`src/rtl/core/tlpt_pkg.sv`:
```
// Shared types and constants for the two-level page table manager.
// No dependencies; tlpt_ctrl and the top level in rtl/core import this package.
package tlpt_pkg;

  // Default geometry of the directory and the table pool.
  localparam int unsigned DirBitsDef    = 10;
  localparam int unsigned TableBitsDef  = 10;
  localparam int unsigned PoolTablesDef = 16;

  // Field positions within a 32-bit virtual address.
  localparam int unsigned DirLsb     = 22;
  localparam int unsigned TableLsb   = 12;
  localparam int unsigned OffsetBits = 12;
  localparam int unsigned FlagBits   = 12;

  typedef enum logic [1:0] {
    OP_MAP       = 2'd0,
    OP_UNMAP     = 2'd1,
    OP_TRANSLATE = 2'd2
  } operation_e;

  typedef enum logic [1:0] {
    ST_OK        = 2'd0,
    ST_POOL_FULL = 2'd1,
    ST_MISS      = 2'd2
  } status_e;

  typedef enum logic [2:0] {
    S_INIT,
    S_IDLE,
    S_DIR,
    S_CLEAR,
    S_MAPW,
    S_ENT,
    S_HOLD
  } ctrl_state_e;

endpackage

```
`src/rtl/core/tlpt_ctrl.sv`:
```
// Sequencer of the page table manager: directory lookup, table allocation
// and clearing, entry update or lookup, and the output register.
// Depends on tlpt_pkg; drives the two tlpt_ram instances of the top level.
module tlpt_ctrl #(
  parameter int unsigned DIR_BITS    = tlpt_pkg::DirBitsDef,
  parameter int unsigned TABLE_BITS  = tlpt_pkg::TableBitsDef,
  parameter int unsigned POOL_TABLES = tlpt_pkg::PoolTablesDef,
  parameter int unsigned SLOT_W      = (POOL_TABLES > 1) ? $clog2(POOL_TABLES) : 1
) (
  input  logic                         clk_i,
  input  logic                         rst_ni,
  input  logic                         in_valid_i,
  output logic                         in_ready_o,
  input  logic [1:0]                   operation_i,
  input  logic [31:0]                  virt_addr_i,
  input  logic [31:0]                  phys_addr_i,
  input  logic [11:0]                  entry_flags_i,
  output logic                         out_valid_o,
  input  logic                         out_ready_i,
  output logic [31:0]                  translated_addr_o,
  output logic [1:0]                   status_o,
  output logic                         dir_we_o,
  output logic [DIR_BITS-1:0]          dir_waddr_o,
  output logic [SLOT_W:0]              dir_wdata_o,
  output logic                         dir_re_o,
  output logic [DIR_BITS-1:0]          dir_raddr_o,
  input  logic [SLOT_W:0]              dir_rdata_i,
  output logic                         ent_we_o,
  output logic [SLOT_W+TABLE_BITS-1:0] ent_waddr_o,
  output logic [31:0]                  ent_wdata_o,
  output logic                         ent_re_o,
  output logic [SLOT_W+TABLE_BITS-1:0] ent_raddr_o,
  input  logic [31:0]                  ent_rdata_i
);
  import tlpt_pkg::*;

  localparam int unsigned CntW = $clog2(POOL_TABLES + 1);

  ctrl_state_e state_q, state_d;

  logic [1:0]            op_q;
  logic [DIR_BITS-1:0]   dix_q;
  logic [TABLE_BITS-1:0] tix_q;
  logic [OffsetBits-1:0] off_q;
  logic [31:0]           map_word_q;

  logic [CntW-1:0]       count_q, count_d;
  logic [SLOT_W-1:0]     slot_q, slot_d;
  logic [DIR_BITS-1:0]   dir_clr_q, dir_clr_d;
  logic [TABLE_BITS-1:0] tbl_clr_q, tbl_clr_d;

  logic [31:0] res_addr_q, res_addr_d;
  logic [1:0]  res_status_q, res_status_d;
  logic        out_valid_q;
  logic [31:0] out_addr_q;
  logic [1:0]  out_status_q;

  logic              accept;
  logic              hit;
  logic [SLOT_W-1:0] rd_slot;
  logic [SLOT_W-1:0] new_slot;
  logic              out_free;
  logic              finish;
  logic              out_load;
  logic [31:0]       fin_addr;
  logic [1:0]        fin_status;

  assign in_ready_o = (state_q == S_IDLE);
  assign accept     = in_valid_i && in_ready_o;
  assign hit        = dir_rdata_i[SLOT_W];
  assign rd_slot    = dir_rdata_i[SLOT_W-1:0];
  assign new_slot   = count_q[SLOT_W-1:0];
  assign out_free   = !out_valid_q || out_ready_i;

  // The directory is looked up straight from the incoming word.
  assign dir_re_o    = accept;
  assign dir_raddr_o = virt_addr_i[DirLsb +: DIR_BITS];
  assign ent_raddr_o = {rd_slot, tix_q};

  always_comb begin
    state_d      = state_q;
    count_d      = count_q;
    slot_d       = slot_q;
    dir_clr_d    = dir_clr_q;
    tbl_clr_d    = tbl_clr_q;
    res_addr_d   = res_addr_q;
    res_status_d = res_status_q;
    finish       = 1'b0;
    out_load     = 1'b0;
    fin_addr     = '0;
    fin_status   = ST_OK;
    dir_we_o     = 1'b0;
    dir_waddr_o  = dix_q;
    dir_wdata_o  = {1'b1, new_slot};
    ent_we_o     = 1'b0;
    ent_waddr_o  = {rd_slot, tix_q};
    ent_wdata_o  = map_word_q;
    ent_re_o     = 1'b0;

    case (state_q)
      S_INIT: begin
        // Clear every directory valid bit once after reset.
        dir_we_o    = 1'b1;
        dir_waddr_o = dir_clr_q;
        dir_wdata_o = '0;
        dir_clr_d   = dir_clr_q + 1'b1;
        if (dir_clr_q == '1) begin
          state_d = S_IDLE;
        end
      end
      S_IDLE: begin
        if (in_valid_i) begin
          state_d = S_DIR;
        end
      end
      S_DIR: begin
        case (op_q)
          OP_MAP: begin
            if (hit) begin
              ent_we_o = 1'b1;
              finish   = 1'b1;
            end else if (count_q == CntW'(POOL_TABLES)) begin
              fin_status = ST_POOL_FULL;
              finish     = 1'b1;
            end else begin
              dir_we_o  = 1'b1;
              slot_d    = new_slot;
              count_d   = count_q + 1'b1;
              tbl_clr_d = '0;
              state_d   = S_CLEAR;
            end
          end
          OP_UNMAP: begin
            ent_we_o    = hit;
            ent_wdata_o = '0;
            finish      = 1'b1;
          end
          OP_TRANSLATE: begin
            if (hit) begin
              ent_re_o = 1'b1;
              state_d  = S_ENT;
            end else begin
              fin_status = ST_MISS;
              finish     = 1'b1;
            end
          end
          default: begin
            finish = 1'b1;
          end
        endcase
      end
      S_CLEAR: begin
        ent_we_o    = 1'b1;
        ent_waddr_o = {slot_q, tbl_clr_q};
        ent_wdata_o = '0;
        tbl_clr_d   = tbl_clr_q + 1'b1;
        if (tbl_clr_q == '1) begin
          state_d = S_MAPW;
        end
      end
      S_MAPW: begin
        ent_we_o    = 1'b1;
        ent_waddr_o = {slot_q, tix_q};
        finish      = 1'b1;
      end
      S_ENT: begin
        if (ent_rdata_i[0]) begin
          fin_addr = {ent_rdata_i[31:OffsetBits], off_q};
        end else begin
          fin_status = ST_MISS;
        end
        finish = 1'b1;
      end
      S_HOLD: begin
        if (out_free) begin
          out_load = 1'b1;
          state_d  = S_IDLE;
        end
      end
      default: begin
        state_d = S_IDLE;
      end
    endcase

    // A finished result goes straight to the output register when it is
    // free, otherwise it is parked until the consumer takes the last word.
    if (finish) begin
      res_addr_d   = fin_addr;
      res_status_d = fin_status;
      if (out_free) begin
        out_load = 1'b1;
        state_d  = S_IDLE;
      end else begin
        state_d = S_HOLD;
      end
    end
  end

  always_ff @(posedge clk_i or negedge rst_ni) begin
    if (!rst_ni) begin
      state_q     <= S_INIT;
      count_q     <= '0;
      dir_clr_q   <= '0;
      out_valid_q <= 1'b0;
    end else begin
      state_q   <= state_d;
      count_q   <= count_d;
      dir_clr_q <= dir_clr_d;
      if (out_load) begin
        out_valid_q <= 1'b1;
      end else if (out_ready_i) begin
        out_valid_q <= 1'b0;
      end
    end
  end

  always_ff @(posedge clk_i) begin
    slot_q       <= slot_d;
    tbl_clr_q    <= tbl_clr_d;
    res_addr_q   <= res_addr_d;
    res_status_q <= res_status_d;
    if (accept) begin
      op_q       <= operation_i;
      dix_q      <= virt_addr_i[DirLsb +: DIR_BITS];
      tix_q      <= virt_addr_i[TableLsb +: TABLE_BITS];
      off_q      <= virt_addr_i[OffsetBits-1:0];
      map_word_q <= {phys_addr_i[31:OffsetBits], entry_flags_i};
    end
    if (out_load) begin
      out_addr_q   <= res_addr_d;
      out_status_q <= res_status_d;
    end
  end

  assign out_valid_o       = out_valid_q;
  assign translated_addr_o = out_addr_q;
  assign status_o          = out_status_q;

endmodule

```
`config.mk`:
```
export PLATFORM = sky130hd
export DESIGN_NAME = tlpt_ctrl
export DESIGN_NICKNAME = d
export VERILOG_FILES = /design/src/rtl/core/tlpt_pkg.sv /design/src/rtl/core/tlpt_ctrl.sv
export SDC_FILE = /design/constraint.sdc
export NUM_CORES = 1
export LEC_CHECK = 0
export BUFFER_PORTS_ARGS = -buffer_cell sky130_fd_sc_hd__buf_2
export CAP_MARGIN = 20
export CORE_MARGIN = 3
export CORE_UTILIZATION = 53
export DETAILED_ROUTE_END_ITERATION = 10
export GPL_TIMING_DRIVEN = 0
export PLACE_DENSITY = 0.85
export SKIP_CTS_REPAIR_TIMING = 1
export SYNTH_ARGS = -nofsm -noshare
export SYNTH_HDL_FRONTEND = slang
export SYNTH_SLANG_ARGS = --single-unit
```
`constraint.sdc`:
```
create_clock -name clk_i -period 23.2 [get_ports clk_i]
set_input_delay 1.16 -clock clk_i [delete_from_list [all_inputs] [get_ports clk_i]]
set_output_delay 1.16 -clock clk_i [all_outputs]
set_load 0.1 [all_outputs]
```
Word-level counts from Yosys, hierarchy flattened
Cells that the tools add are included.

operators by class
  $add $sub $neg = 3
  equal/unequal tests = 23
  mux-type cells = 50
  bitwise logic cells = 2
  reduce and logical (&&, ||, !) cells = 12

operators with widths
  cell                   count
  $mux 32                4
  $pmux 32 s2            1
  $mux 10                4
  $pmux 14 s2            1
  $mux 3                 9
  $add 10x1->10 const B  2
  $eq 10x10->1 const B   2
  $pmux 10 s2            1
  $pmux 3 s6             1
  $mux 1                 17
  $ne 4x4->1 const B     3
  $pmux 1 s2             5
  $eq 3x3->1 const B     3
  $ne 3x3->1 const B     3
  $reduce_and 9->1       1
  $pmux 2 s2             2
  $reduce_and 4->1       2
  $eq 3x2->1 const B     2
  $mux 2                 3
  $pmux 3 s2             1
  $add 5x1->5 const B    1
  $eq 5x5->1 const B     1
  $mux 5                 1
  $ne 2x1->1 const B     2
  other kinds (14)       18

word-level totals
  flip-flop bits (word level) = 167
  input bits = 119
  word-level logic and storage cells = 105

Logic depth before layout (Yosys ltp)
  depth after elaboration = 7
  gate-level depth with buffers = 8
  mapped depth without buffers = 6

Worst setup path before layout
OpenSTA, ideal clock, no wires.

  path type = input-to-output
  start = input in_valid_i
  end = output dir_re_o
  arrival time = 10271 ps
  data required time = 22040 ps
  slack = 11769 ps
  stages on the path = 1
  path buffers = 0
  path through = nor4bb_1

on the way
  longest elaborated chain between the ends = 1

RTL lines
  item                line             text
  start: declaration  tlpt_ctrl.sv:12  input logic in_valid_i,
  $logic_and 1x1->1   tlpt_ctrl.sv:69  assign accept = in_valid_i && in_ready_o;
  end: declaration    tlpt_ctrl.sv:25  output logic dir_re_o,

Every way passes these cells.

Worst setup path after layout
Same ends and word-level chain as after synthesis.

==> flow_metrics.tcl <==
set metrics [dict create \
    status "finished, final reports clean" \
    grt_max_degree 29 \
    critPathTopFamily "simple AND/OR/NAND/NOR gates" \
    min_path_type "reg -> reg" \
    dr.pass1.iters 5 \
    drt_iter0_markers 306 \
    finalCritPeriodShare_pct 17.4 \
    initial_core_util_pct 55.4 \
    setup_viol 0 \
    die_w_um 116 \
    fmax_mhz 247 \
    cp-end-kind "output port" \
    ys_types 47 \
    final_antenna_net_count 0 \
    routed_wl_mm 14.0 \
    final.setup_skew_ns 0.00901 \
    track_usage_pct 21.0 \
    area_growth_pct 30.1 \
    dieArea_sq_um 13500 \
    viasPerCell 5.23 \
    core_sq_um 11600 \
    synth.cell_area_sq_um 6430 \
    num_vias 4474 \
    critPathBufInv 3 \
    cts_tree "done" \
    min_period_ns 4.05 \
    gp_congestion 0.830 \
    seq_area_sq_um 4580 \
    crit_cells 4 \
    diodes 0 \
    syn_inst 454 \
    timing.rr.end "tbl_clr_q[3]" \
    cts_max_path_buffers 2 \
    max_stage_delay_ns 0.90 \
    rsz0062_at_grt "no" \
    wl_per_cell_um 16.4 \
    r2r_slack_ns 20.72 \
    ff2ff_path_depth 6 \
    path_class "in -> out" \
    r2r_start "count_q[0]" \
    drc 0 \
    dpl.hpwl_mm 10.4 \
    setup_tns_ns 0 \
    start_kind "primary input" \
    synth_ff_type "edfxtp_1" \
    synth-edff-count 114 \
    worst_path_max_delay_cell "nor4bb_4" \
    overflow 0 \
    worstPathArrival_ns 2.89 \
    hold_viol 0 \
    critPathMaxFanout 15 \
    clock-sinks 167 \
    clk_pin_slew_ns 0.06 \
    synth_warnings 0 \
    htree_levels 4 \
    grt_pass1_wl_mm 21.6 \
    multi_input_area_sq_um 1650 \
    port_buffers 220 \
    maxSlewHeadroom_pct 31.9 \
    drv_cap 0 \
    dieHeight_um 116 \
    antenna_found_initial 1 \
    root_buffer "clkbuf_16" \
    clk_latency_ns 0.42 \
    ys_seq_area_share_pct 71.2 \
    cpMostUsedCell "buf_2" \
    cts_buffers 17 \
    synth-seq-cells 167 \
    crit_end "dir_re_o" \
    cp_cell_sequence "buf_2 > nor4bb_4 > buf_8 > buf_2" \
    async_flop_share_pct 11.4 \
    grt_pass1_vias 4493 \
    layout-drive-gt1-share_pct 41.9 \
    synth_area_per_cell_sq_um 14.2 \
    io_pins 244 \
    fillers 768 \
    layout.nets 822 \
    hold_depth 1 \
    num_rows 39 \
    final_max_slew_viol_count 0 \
    critPathLaunch "in_valid_i" \
    worst_slew_pin_slew_ns 1.02 \
    synth_nets 577 \
    required_ns 22.04 \
]
[through the flow]
step                      area [sq um]  utilization [%]  hold slack, ns  worst slack (ns)  cells
after global routing              8360             72.0           0.492             18.87    855
after floorplan                   6430                -           0.419             11.77    454
after global placement            7710             66.4           0.435             10.55    817
final                             8360             72.0           0.474             19.15    855
after detailed placement          7820             67.3           0.438             19.12    823
after CTS                         8360             72.0           0.474             19.08    855
[layer usage]
layer | part of all wire [%] | global-route usage [%] | routed length [um] | vias to the layer above
met3 | 7.6 | 6.68 | 1070 | 24
li1 | - | - | - | 2134
met4 | 1.3 | 8.43 | 178 | 2
met5 | 0.10 | 0 | 14 | -
met2 | 50 | 34.6 | 7070 | 198
met1 | 41 | 25.9 | 5690 | 2116
[worst min-delay path by stage]
| stage | from | end | slack (ns) |
|---|---|---|---|
| 2_1_floorplan | res_status_q[1] | res_status_q[1] | 0.42 |
| 3_3_place_gp | res_status_q[1] | res_status_q[1] | 0.44 |
| 3_5_place_dp | res_status_q[1] | res_status_q[1] | 0.44 |
| 4_1_cts | count_q[4] | count_q[4] | 0.47 |
| 5_1_grt | res_addr_q[28] | res_addr_q[28] | 0.49 |
| 6_report | count_q[4] | count_q[4] | 0.47 |
[state kept, by name, indices dropped and copies added (netlist names), 2 cells and up]
name and count:
res_addr_q 32, dix_q 10, dir_clr_q 10, tbl_clr_q 10, map_word_q 32, status_o 2, tix_q 10, state_q 3
slot_q 4, op_q 2, res_status_q 2, off_q 12, translated_addr_o 32, count_q 5
[logic make-up after synthesis]
| group | after synthesis | share of synthesized area (%) |
|---|---|---|
| multiplexers | 11 | 1.93 |
| AND/OR/NAND/NOR | 147 | 12.1 |
| adder cells (fa/ha/maj) | 4 | 0.778 |
| flip-flops | 167 | 71.2 |
| AO/OA/AOI/OAI | 65 | 7.82 |
| buffers and inverters | 40 | 3.46 |
| XOR/XNOR | 20 | 2.72 |
[area by class of cell]
class / instances / area share, %
flip-flops and latches: 167 / 54.8
multi-input cells: 247 / 19.8
well taps: 143 / 2.14
inverters: 7 / 0.314
clock buffers: 19 / 5.18
clock inverters: 13 / 1.35
repair buffers: 226 / 14.1
plain buffers: 33 / 2.35
[synth_stat cells, types with 7 or more instances]
cell type	instances	area, sq um
buf_4	14	105
o21ai_0	11	55.1
edfxtp_1	114	3420
xnor2_1	13	114
inv_1	7	26.3
xor2_1	7	61.3
nand2_1	49	184
dfrtp_1	19	475
nor2_1	19	71.3
mux2_2	11	124
a22o_1	33	289
dfxtp_1	34	681
clkbuf_1	13	48.8
and2_1	36	225
[cells in the final DEF (no fill, tap or decap), drive strengths merged, types with 2 or more instances in the layout]
master	n
and3	4
edfxtp	114
mux2	11
clkinvlp	2
nand2b	3
and2	36
inv	15
nand3b	2
or3	3
nand2	49
o21ai	11
nand4	6
xnor2	13
o211ai	2
a22o	33
nor2b	5
nand3	5
dfrtp	19
nor2	19
ha	4
clkbuf	32
xor2	7
o22ai	4
nor3	6
a21oi	6
clkinv	3
or2	3
buf	246
dfxtp	34
Power is not shown: default switching activity piles up to over one toggle a cycle in this logic, so the estimate is an artifact.
